===== src/hw/rtl/pic_pkg.sv =====
`timescale 1ns / 1ps

package pic_pkg;

  // Number of interrupt sources the bus registers are built for.
  localparam int unsigned MaxSources = 8;
  localparam int unsigned RegW       = 8;
  localparam int unsigned LevelW     = 3;
  localparam int unsigned VectorW    = 11;
  localparam int unsigned CmdW       = 2;

  // Stream payload widths, padded to whole bytes.
  localparam int unsigned InDataW  = 24;
  localparam int unsigned OutDataW = 24;

  // Bus register map.
  localparam logic [RegW-1:0] AddrBase   = 8'hB0;
  localparam logic [RegW-1:0] AddrEnable = 8'hB2;
  localparam logic [RegW-1:0] AddrAck    = 8'hB6;

  typedef enum logic [CmdW-1:0] {
    CMD_RAISE = 2'd0,
    CMD_WRITE = 2'd1,
    CMD_READ  = 2'd2,
    CMD_CHECK = 2'd3
  } cmd_e;

  // Result of the priority search.
  typedef struct packed {
    logic              found;
    logic [LevelW-1:0] level;
  } prio_t;

endpackage


===== src/hw/rtl/pic_prio_enc.sv =====
`timescale 1ns / 1ps

module pic_prio_enc #(
  parameter int unsigned NUM_SOURCES = pic_pkg::MaxSources
) (
  input  logic [NUM_SOURCES-1:0] active_i,
  output pic_pkg::prio_t         prio_o
);
  import pic_pkg::*;

  // The lowest active index wins, so scan from the top down and let lower
  // indices overwrite.
  always_comb begin
    prio_o.found = 1'b0;
    prio_o.level = '0;
    for (int i = NUM_SOURCES - 1; i >= 0; i--) begin
      if (active_i[i]) begin
        prio_o.found = 1'b1;
        prio_o.level = LevelW'(i);
      end
    end
  end

endmodule


===== src/hw/rtl/priority_interrupt_controller_core.sv =====
`timescale 1ns / 1ps

// Eight-source priority interrupt controller with a stream command port.
// Each transfer on the slave side carries one command in s_axis_tuser_i
// (raise a source, bus write, bus read, check for delivery) plus its address,
// write byte and source index in s_axis_tdata_i. Each command yields exactly
// one result transfer on the master side: the read byte, whether an enabled
// source is pending, the winning level, its vector (base + level) * 4 and the
// deliver flag for a check command.
// The register update and the priority search are done in the cycle of the
// transfer and the result lands in the output register.
// Throughput is one command per cycle while results are taken; the single output
// register is refilled in the same cycle it is drained.
// When the receiver stalls, the result waits in the output register and
// s_axis_tready_o drops until it is taken. Reset clears the vector base, the
// enable mask, the pending bits and the output valid.
module priority_interrupt_controller_core #(
  parameter int unsigned NUM_SOURCES = pic_pkg::MaxSources
) (
  input  logic                          clk_i,
  input  logic                          rst_ni,
  input  logic                          s_axis_tvalid_i,
  output logic                          s_axis_tready_o,
  // address[7:0], write_data[15:8], source_line[18:16], zero[23:19]
  input  logic [pic_pkg::InDataW-1:0]   s_axis_tdata_i,
  // command[1:0]
  input  logic [pic_pkg::CmdW-1:0]      s_axis_tuser_i,
  output logic                          m_axis_tvalid_o,
  input  logic                          m_axis_tready_i,
  // read_data[7:0], irq_pending[8], irq_level[11:9], irq_vector[22:12],
  // deliver[23]
  output logic [pic_pkg::OutDataW-1:0]  m_axis_tdata_o
);
  import pic_pkg::*;

  localparam logic [RegW-1:0] ValidMask = RegW'((9'd1 << NUM_SOURCES) - 9'd1);

  logic [RegW-1:0]    base_q, base_d;
  logic [RegW-1:0]    enable_q, enable_d;
  logic [RegW-1:0]    pending_q, pending_d;
  logic               out_valid_q;
  logic [OutDataW-1:0] out_data_q, out_data_d;

  logic               accept;
  cmd_e               cmd;
  logic [RegW-1:0]    address;
  logic [RegW-1:0]    write_data;
  logic [LevelW-1:0]  source_line;
  prio_t              prio;
  logic [RegW-1:0]    read_data;
  logic [VectorW-1:0] vector;
  logic               deliver;

  assign s_axis_tready_o = !out_valid_q || m_axis_tready_i;
  assign accept          = s_axis_tvalid_i && s_axis_tready_o;

  assign cmd         = cmd_e'(s_axis_tuser_i);
  assign address     = s_axis_tdata_i[7:0];
  assign write_data  = s_axis_tdata_i[15:8];
  assign source_line = s_axis_tdata_i[18:16];

  // Next register state for this command.
  always_comb begin
    base_d    = base_q;
    enable_d  = enable_q;
    pending_d = pending_q;
    case (cmd)
      CMD_RAISE: begin
        pending_d = pending_q | ((RegW'(1) << source_line) & enable_q & ValidMask);
      end
      CMD_WRITE: begin
        unique case (address)
          AddrBase:   base_d = write_data;
          AddrEnable: begin
            enable_d  = write_data;
            pending_d = pending_q & write_data;
          end
          AddrAck:    pending_d = pending_q & ~write_data;
          default:    ;
        endcase
      end
      default: ;
    endcase
  end

  pic_prio_enc #(
    .NUM_SOURCES(NUM_SOURCES)
  ) u_prio_enc (
    .active_i(pending_d[NUM_SOURCES-1:0] & enable_d[NUM_SOURCES-1:0]),
    .prio_o  (prio)
  );

  always_comb begin
    read_data = '0;
    if (cmd == CMD_READ) begin
      unique case (address)
        AddrBase:   read_data = base_d;
        AddrEnable: read_data = enable_d;
        AddrAck:    read_data = RegW'(1) << prio.level;
        default:    read_data = '0;
      endcase
    end
  end

  assign vector  = prio.found
                   ? {({1'b0, base_d} + {6'd0, prio.level}), 2'b00}
                   : '0;
  assign deliver = (cmd == CMD_CHECK) && prio.found;

  assign out_data_d = {deliver, vector, prio.level, prio.found, read_data};

  always_ff @(posedge clk_i or negedge rst_ni) begin
    if (!rst_ni) begin
      base_q      <= '0;
      enable_q    <= '0;
      pending_q   <= '0;
      out_valid_q <= 1'b0;
    end else begin
      if (accept) begin
        base_q    <= base_d;
        enable_q  <= enable_d;
        pending_q <= pending_d;
      end
      if (accept) begin
        out_valid_q <= 1'b1;
      end else if (m_axis_tready_i) begin
        out_valid_q <= 1'b0;
      end
    end
  end

  always_ff @(posedge clk_i) begin
    if (accept) begin
      out_data_q <= out_data_d;
    end
  end

  assign m_axis_tvalid_o = out_valid_q;
  assign m_axis_tdata_o  = out_data_q;

  // A source can only be pending while it is enabled and exists.
  a_pending_enabled: assert property (@(posedge clk_i) disable iff (!rst_ni)
    (pending_q & ~(enable_q & ValidMask)) == '0)
    else $error("pending bit set for a disabled or absent source");

  // An accepted command always leaves a result in the output register.
  a_accept_result: assert property (@(posedge clk_i) disable iff (!rst_ni)
    accept |=> m_axis_tvalid_o)
    else $error("accepted command produced no result");

  // With nothing pending, level and vector read zero and nothing is delivered.
  a_idle_result: assert property (@(posedge clk_i) disable iff (!rst_ni)
    (m_axis_tvalid_o && !m_axis_tdata_o[8]) |->
      (m_axis_tdata_o[23:9] == '0))
    else $error("nonzero level, vector or deliver with nothing pending");

  // The result register holds its contents while the receiver stalls.
  a_stall_hold: assert property (@(posedge clk_i) disable iff (!rst_ni)
    (m_axis_tvalid_o && !m_axis_tready_i) |=> $stable(out_data_q))
    else $error("result register changed under stall");

endmodule


===== config.mk =====
export PLATFORM = sky130hd
export DESIGN_NAME = priority_interrupt_controller_core
export DESIGN_NICKNAME = d
export VERILOG_FILES = /design/src/hw/rtl/pic_pkg.sv /design/src/hw/rtl/pic_prio_enc.sv /design/src/hw/rtl/priority_interrupt_controller_core.sv
export SDC_FILE = /design/constraint.sdc
export NUM_CORES = 1
export LEC_CHECK = 0
export BUFFER_PORTS_ARGS = -buffer_cell sky130_fd_sc_hd__buf_4
export CORE_ASPECT_RATIO = 1.75
export CORE_UTILIZATION = 50
export DETAILED_ROUTE_END_ITERATION = 8
export GPL_ROUTABILITY_DRIVEN = 0
export GPL_TIMING_DRIVEN = 0
export PLACE_DENSITY = 0.75
export RECOVER_POWER = 100
export REMOVE_ABC_BUFFERS = 1
export SETUP_SLACK_MARGIN = 0.1
export SYNTH_ARGS = -nofsm -noshare
export SYNTH_HDL_FRONTEND = slang
export SYNTH_SLANG_ARGS = --single-unit

===== constraint.sdc =====
create_clock -name clk_i -period 5.52 [get_ports clk_i]
set_input_delay 0.828 -clock clk_i [delete_from_list [all_inputs] [get_ports clk_i]]
set_output_delay 0.828 -clock clk_i [all_outputs]
set_load 0.02 [all_outputs]

Word-level counts from Yosys, hierarchy flattened
Cells that the tools add are included.
{"block": "op_classes", "bitwise_logic": 6, "n_addsub": 1, "reduce_logical": 6, "muxes": 17, "n_eq_ne": 6, "n_shift": 2}
{"cell": "$and 8x8->8", "count": 4}
{"cell": "$mux 4", "count": 8}
{"cell": "$mux 8", "count": 4}
{"cell": "$pmux 8 s2", "count": 2}
{"cell": "$eq 8x8->1 const B", "count": 3}
{"cell": "$pmux 8 s3", "count": 1}
{"cell": "$shl 1x3->8 const A", "count": 2}
{"cell": "$add 8x3->9", "count": 1}
{"cell": "$not 8->8", "count": 1}
{"cell": "$or 8x8->8", "count": 1}
{"cell": "$eq 2x2->1 const B", "count": 2}
{"cell": "$eq 2x1->1 const B", "count": 1}
{"cell": "$logic_and 1x1->1", "count": 2}
{"cell": "$logic_not 2->1", "count": 1}
{"cell": "$mux 1", "count": 2}
{"cell": "$reduce_bool 2->1", "count": 1}
{"cell": "$logic_not 1->1", "count": 1}
{"cell": "$logic_or 1x1->1", "count": 1}
{"block": "totals", "inputBits": 30, "word_cells": 45, "register_bits": 49, "output_inout_bits": 26}

Logic depth before layout (Yosys ltp)
Gate-level depths: netlist of the first run.
{"block": "logic_depth", "ltp_word": 15, "ltp_mapped": 13, "mapped_depth_nobuf": 11}

Cells and area by module
From an unflattened synthesis of the first run, not the netlist that was laid out.
{"block": "unflattened", "hier_cells": 282, "hier_area_um2": 2847.7}
{"module": "priority_interrupt_controller_core", "cells_per_inst": 268, "n_inst": 1, "seq_area_each_um2": 1286.2, "area_per_inst_um2": 2765.2}
{"module": "pic_prio_enc", "cells_per_inst": 14, "n_inst": 1, "seq_area_each_um2": 0.0, "area_per_inst_um2": 82.6}

Worst setup path after synthesis of the first run
Ideal clock, no wire load.
{"block": "synth_path", "path_kind": "in2reg", "from": "input port s_axis_tuser_i[1] in the netlist's numbering", "to": "register out_data_q[20] (netlist: m_axis_tdata_o[20]), data pin", "slack_ns": 1.666, "setup_ns": 0.262, "t_required_ns": 5.258, "n_path_buf": 2, "t_arrival_ns": 3.591, "cell_stages": 13, "path_cell_list": "buf_2 -> and4bb_4 -> nand4_1 -> a221o_1 -> a211oi_1 -> o41ai_4 -> buf_6 -> nor2b_1 -> fa_1 -> maj3_1 -> nand2_1 -> xnor2_1 -> nor2_1"}
{"item": "start: declaration", "line_no": "priority_interrupt_controller_core.sv:27", "text": "input logic [pic_pkg::CmdW-1:0] s_axis_tuser_i,"}
{"item": "end signal: assignment", "line_no": "priority_interrupt_controller_core.sv:134", "text": "out_data_q <= out_data_d;"}
{"item": "end: declaration", "line_no": "priority_interrupt_controller_core.sv:42", "text": "logic [OutDataW-1:0] out_data_q, out_data_d;"}

==> results.py, run 1 <==
metrics = {
    "synth": {
        "yosys.area.top_type": "edfxtp_1",
        "syn-cell-area_um2": 3069,
        "postSynthCellCount": 293,
        "syn_avg_cell_area_um2": 10.48,
        "synth_top_flop_cell": "dfrtp_1",
        "synth-edff-count": 22,
        "async_reset_ff_frac": 0.5319,
        "synth_cell_types": 65,
        "synth_top_area_share": 0.2152,
        "ys_seq_area_frac": 0.4191,
        "ys_ff_latch": 47,
        "ys_top_cells_by_area": "edfxtp_1 22%, dfrtp_1 20%, mux2_2 5.1%",
        "yosysWarnings": 0,
    },
    "route": {
        "post_drt_wl_per_cell_um": 17.71,
        "dr_total_vias": 2474,
        "drtPass1Iterations": 4,
        "routed_wl_mm": 7.261,
        "drc": 0,
        "final_antenna_net_count": 0,
        "avgViaCountPerCell": 6.034,
        "drt_iter0_drc": 79,
    },
    "die": {
        "die_x_um": 61.23,
        "io_pins": 56,
        "rows": 37,
        "start_util": 0.5220,
        "die_area_um2": 6468,
        "coreArea_um2": 5879,
        "die_h_um": 105.6,
    },
    "timing": {
        "setup_tns_ns": 0,
        "slew_headroom": 0.06207,
        "grt_setup_unrepaired": "no",
        "setup_violations": 0,
        "finalWorstSetupSlack_ns": 0.5374,
        "holdWs_ns": 0.4879,
        "finalHoldViolCount": 0,
        "period_needed_ns": 4.983,
        "worstMarginPinSlew_ns": 1.407,
        "drv_slew": 0,
        "skew_ns": 0.006685,
        "max_freq_mhz": 200.7,
        "fin_crit_sh": 0.9026,
    },
    "setup_path": {
        "crit_fanout": 10,
        "path_class": "input pin to flip-flop",
        "critPathCaptureType": "flip-flop",
        "arrival_ns": 5.04,
        "start_kind": "input pin",
        "cp.required_ns": 5.58,
    },
    "placement": {
        "port_buffers": 48,
        "preCtsSetupSlack_ns": 0.6347,
        "place_inst": 402,
        "hpwl_mm": 5.544,
    },
    "finish": {
        "antenna_cells": 0,
        "layout_commonest_cell": "nand2_1",
        "final_cells": 410,
        "final_cell_mix": "30 x nand2_1, 27 x clkbuf_1, 25 x dfrtp_1, 22 x edfxtp_1, 20 x buf_4",
        "area_growth_pct": 11.13,
        "drive_gt1_frac": 0.1837,
        "finalNetCount": 363,
        "nFillCells": 537,
    },
    "global_route": {
        "grt.total_usage": 0.2485,
        "gr-total-overflow": 0,
        "grt_start_max_net_pins": 29,
        "grt_pass1_wl_mm": 11.67,
        "grt_pass1_vias": 2411,
        "antenna_found_initial": 0,
    },
    "clock_network": {
        "htree_levels": 2,
        "cts_tree": "yes",
        "cts_setup_buffers": 0,
        "cts-resized-gates": 0,
        "clk_latency_ns": 0.31,
        "cts_max_path_buffers": 2,
        "cts.sinks": 47,
        "cts-root-buf": "clkbuf_8",
        "cts.clk_slew.worst_paths_ns": 0.08,
        "cts_hold_buf": 0,
        "cts_made_buffers": 5,
    },
    "hold_path": {
        "hold_path_class": "flip-flop to flip-flop",
    },
    "pwr": {
        "total_power_uw": 670.0,
        "irDropWorstVdd_uv": 152.0,
        "p_per_area_nw_per_um2": 196.4,
        "power.leakage_nw": 1.298,
    },
    "run_status": {
        "outcome": "completed",
    },
    "run": {
        "maxCapViolCount": 0,
    },
}
-- Yosys cell counts, drive strengths merged (4+ instances only) --
cell type / number
nand2: 30
dfrtp: 25
edfxtp: 22
a21oi: 16
nor2: 16
mux2: 14
mux2i: 14
o21ai: 14
nor2b: 13
buf: 9
clkbuf: 9
nor3: 9
nand4: 8
xnor2: 8
nor4: 7
o41ai: 7
a31oi: 6
nand2b: 6
a211oi: 5
nand3: 5
and3: 4
inv: 4
-- per-layer routing --
layer,share of wire,GRT usage
met5,0,0
met4,0.063,0.1867
met3,0.043,0.04294
met2,0.53,0.4115
met1,0.36,0.2659
-- metrics by stage --
| step | area (um^2) | util |
|---|---|---|
| finish | 3411 | 0.5801 |
| global route | 3411 | 0.5801 |
| CTS | 3521 | 0.5989 |
| detailed placement | 3440 | 0.5850 |
| global placement | 3433 | 0.5840 |
| floorplan | 2975 | - |
-- cell type report --
type                            instances  area [um^2]  share of cell area
Clock buffer                            6        72.57             0.02128
Clock inverter                          2        8.758            0.002568
Inverter                                4        17.52            0.005136
Multi-Input combinational cell        225         1665              0.4883
Sequential cell                        47         1286              0.3771
Tap cell                               78        97.59             0.02861
Timing Repair Buffer                   48        262.8             0.07704
-- sequential cells by signal, summed over array words and instances (netlist names) --
| register | flops |
|---|---|
| m_axis_tdata_o | 22 |
| m_axis_tvalid_o | 1 |
| pending_q | 8 |
| base_q | 8 |
| enable_q | 8 |
-- critical path: stages --
cell	delay, ns
clkbuf_4	0.12
nor4bb_2	0.89
nand3_1	0.46
o221ai_1	0.44
o211ai_1	0.18
a211oi_1	0.93
ha_1	0.37
nor2b_1	0.15
a221oi_4	0.41
o31a_1	0.20
nor3_1	0.05
-- kinds of logic (layout without fill, tap and decap cells) --
| kind of cell | Yosys count | after routing | share of synthesized area |
|---|---|---|---|
| flip-flops | 47 | 47 | 0.4191 |
| adder cells (fa/ha/maj) | 3 | 3 | 0.01386 |
| other | 1 | 2 | 0.001222 |
| buffers and inverters | 22 | 60 | 0.03750 |
| multiplexers | 28 | 28 | 0.09702 |
| AO/OA/AOI/OAI | 68 | 68 | 0.1855 |
| AND/OR/NAND/NOR | 114 | 114 | 0.2173 |
| XOR/XNOR | 10 | 10 | 0.02854 |
-- power breakdown --
part	internal, mW	switching [mW]	leakage [nW]	total (mW)
Sequential	0.377	0.00449	0.565	0.381
Combinational	0.0295	0.0628	0.690	0.0923
Clock	0.0870	0.110	0.0426	0.197
-- worst paths after layout --
path / from / to / slack, ns / cells past startpoint
max in group asynchronous: rst_ni / base_q[2] / 3.86 / 1
min: base_q[7] / base_q[7] / 0.49 / 2
min in group asynchronous: rst_ni / base_q[5] / 0.82 / 1
max reg2reg: enable_q[2] / m_axis_tdata_o[19] / 2.02 / 9
min reg2reg: base_q[7] / base_q[7] / 0.49 / 2
max: s_axis_tdata_i[6] / m_axis_tdata_o[19] / 0.54 / 11
No activity file was read; power rests on OpenSTA's default activity.
==> inputs of run 2 (changes only) <==
- CORE_MARGIN: unset -> 4
- HOLD_SLACK_MARGIN: unset -> 0.08
==> results.py, run 2 (synthesized netlist as in run 1, its figures left out) <==
metrics = {
    "clock_network": {
        "cts-resized-gates": 0,
        "cts_setup_buffers": 0,
        "cts_hold_buf": 0,
        "cts.sinks": 47,
        "cts_made_buffers": 5,
        "cts_tree": "yes",
        "cts-root-buf": "clkbuf_8",
        "cts.clk_slew.worst_paths_ns": 0.08,
        "htree_levels": 2,
        "clk_latency_ns": 0.31,
        "cts_max_path_buffers": 2,
    },
    "timing": {
        "setup_tns_ns": 0,
        "worstMarginPinSlew_ns": 1.401,
        "finalHoldViolCount": 0,
        "max_freq_mhz": 205.7,
        "skew_ns": 0.003911,
        "setup_violations": 0,
        "fin_crit_sh": 0.8805,
        "slew_headroom": 0.06597,
        "period_needed_ns": 4.860,
        "grt_setup_unrepaired": "no",
        "drv_slew": 0,
    },
    "die": {
        "die_x_um": 67.23,
        "rows": 37,
        "die_area_um2": 7505,
        "start_util": 0.5179,
        "die_h_um": 111.6,
        "coreArea_um2": 5926,
        "io_pins": 56,
    },
    "setup_path": {
        "r2r_setup_slack_ns": 2.05,
        "start_kind": "input pin",
        "r2r_end": "m_axis_tdata_o[19]",
        "path_class": "input pin to flip-flop",
        "r2r-start": "enable_q[2]",
        "arrival_ns": 4.91,
        "r2r_cells": 9,
        "crit_fanout": 10,
        "cp.required_ns": 5.57,
        "critPathCaptureType": "flip-flop",
    },
    "run_status": {
        "outcome": "completed",
    },
    "pwr": {
        "power.leakage_nw": 1.314,
        "power_frac_comb": 0.128,
        "switchingPower_uw": 178.6,
        "power.internal_uw": 538.6,
        "p_per_area_nw_per_um2": 208.9,
        "power_frac_seq": 0.531,
        "switching_share": 0.2491,
        "clkPwrFrac": 0.342,
        "irDropWorstVdd_uv": 159.4,
        "total_power_uw": 717.2,
    },
    "placement": {
        "hpwl_mm": 5.535,
        "port_buffers": 48,
    },
    "finish": {
        "finalNetCount": 363,
        "layout_commonest_cell": "nand2_1",
        "area_growth_pct": 11.86,
        "drive_gt1_frac": 0.1867,
        "largest_reg_flops": 22,
        "nFillCells": 568,
        "antenna_cells": 0,
        "final_cell_mix": "30 x nand2_1, 25 x dfrtp_1, 25 x clkbuf_1, 22 x edfxtp_1, 20 x buf_4",
    },
    "route": {
        "routed_wl_mm": 7.139,
        "drtPass1Iterations": 4,
        "drt_iter0_drc": 101,
        "final_antenna_net_count": 0,
        "dr_total_vias": 2413,
        "post_drt_wl_per_cell_um": 17.41,
        "avgViaCountPerCell": 5.885,
        "drc": 0,
    },
    "global_route": {
        "grt_pass1_vias": 2413,
        "grt_pass1_wl_mm": 11.66,
        "gr-total-overflow": 0,
        "grt_start_max_net_pins": 29,
        "grt.total_usage": 0.2058,
        "antenna_found_initial": 0,
    },
    "hold_path": {
        "hold_path_depth": 1,
        "hp-start": "pending_q[6]",
        "worstHoldEndpoint": "pending_q[6]",
        "hold_path_class": "flip-flop to flip-flop",
    },
    "run": {
        "maxCapViolCount": 0,
    },
}
-- run 2: cell types whose count changed in the layout (fill, tap and decap cells not counted) --
cell	before	now
o41ai_1	1	2
bufinv_16	0	1
o41ai_2	4	3
clkbuf_4	2	3
clkbuf_1	27	25
and2_1	2	1
and2_0	0	1
-- run 2: how the worst max path moves through the flow --
stage                 startpoint            endpoint  slack (ns)  cells after the start
2_1_floorplan  s_axis_tdata_i[5]  m_axis_tdata_o[20]        1.26                     11
3_3_place_gp   s_axis_tdata_i[3]  m_axis_tdata_o[19]        0.23                     11
3_5_place_dp   s_axis_tdata_i[3]  m_axis_tdata_o[19]        0.71                     11
4_1_cts        s_axis_tdata_i[3]  m_axis_tdata_o[19]        1.03                     11
5_1_grt        s_axis_tdata_i[3]  m_axis_tdata_o[19]        0.41                     11
6_report       s_axis_tdata_i[3]  m_axis_tdata_o[19]        0.66                     11
-- run 2: layout make-up --
class | count | area [um^2] | share of cell area
Clock buffer | 5 | 68.82 | 0.02004
Clock inverter | 3 | 38.79 | 0.01130
Inverter | 4 | 17.52 | 0.005102
Multi-Input combinational cell | 225 | 1658 | 0.4829
Sequential cell | 47 | 1286 | 0.3746
Tap cell | 78 | 97.59 | 0.02843
Timing Repair Buffer | 48 | 266.5 | 0.07762
-- run 2: worst max-delay path, stage by stage --
cell	delay, ns
clkbuf_4	0.12
nor4bb_2	0.88
nand3_1	0.42
o221ai_1	0.43
o211ai_1	0.18
a211oi_1	0.88
ha_1	0.37
nor2b_1	0.16
a221oi_4	0.41
o31a_1	0.19
nor3_1	0.05
-- run 2: stage by stage --
stage,hold WS [ns],worst slack (ns),area (um^2),instances,util
after floorplan,0.4491,1.255,2975,276,-
after global placement,0.4630,0.2280,3433,402,0.5794
after detailed placement,0.4683,0.7110,3440,402,0.5804
after CTS,0.4152,1.034,3547,410,0.5986
after global routing,0.5462,0.4096,3433,410,0.5794
final,0.4825,0.6597,3433,410,0.5794
-- run 2: routing by layer --
| metal | global-route usage | share of wire |
|---|---|---|
| met1 | 0.2229 | 0.36 |
| met4 | 0.1274 | 0.060 |
| met5 | 0 | 0 |
| met3 | 0.03734 | 0.059 |
| met2 | 0.3548 | 0.52 |
-- run 2: power groups by stage --
stage | Sequential (mW) | Combinational (mW) | Clock [mW]
after detailed placement | 0.388 | 0.0984 | 0
after CTS | 0.381 | 0.0988 | 0.252
after global routing | 0.382 | 0.0990 | 0.268
after global placement | 0.388 | 0.0974 | 0
final | 0.381 | 0.0915 | 0.245
after floorplan | 0.397 | 0.0376 | 0
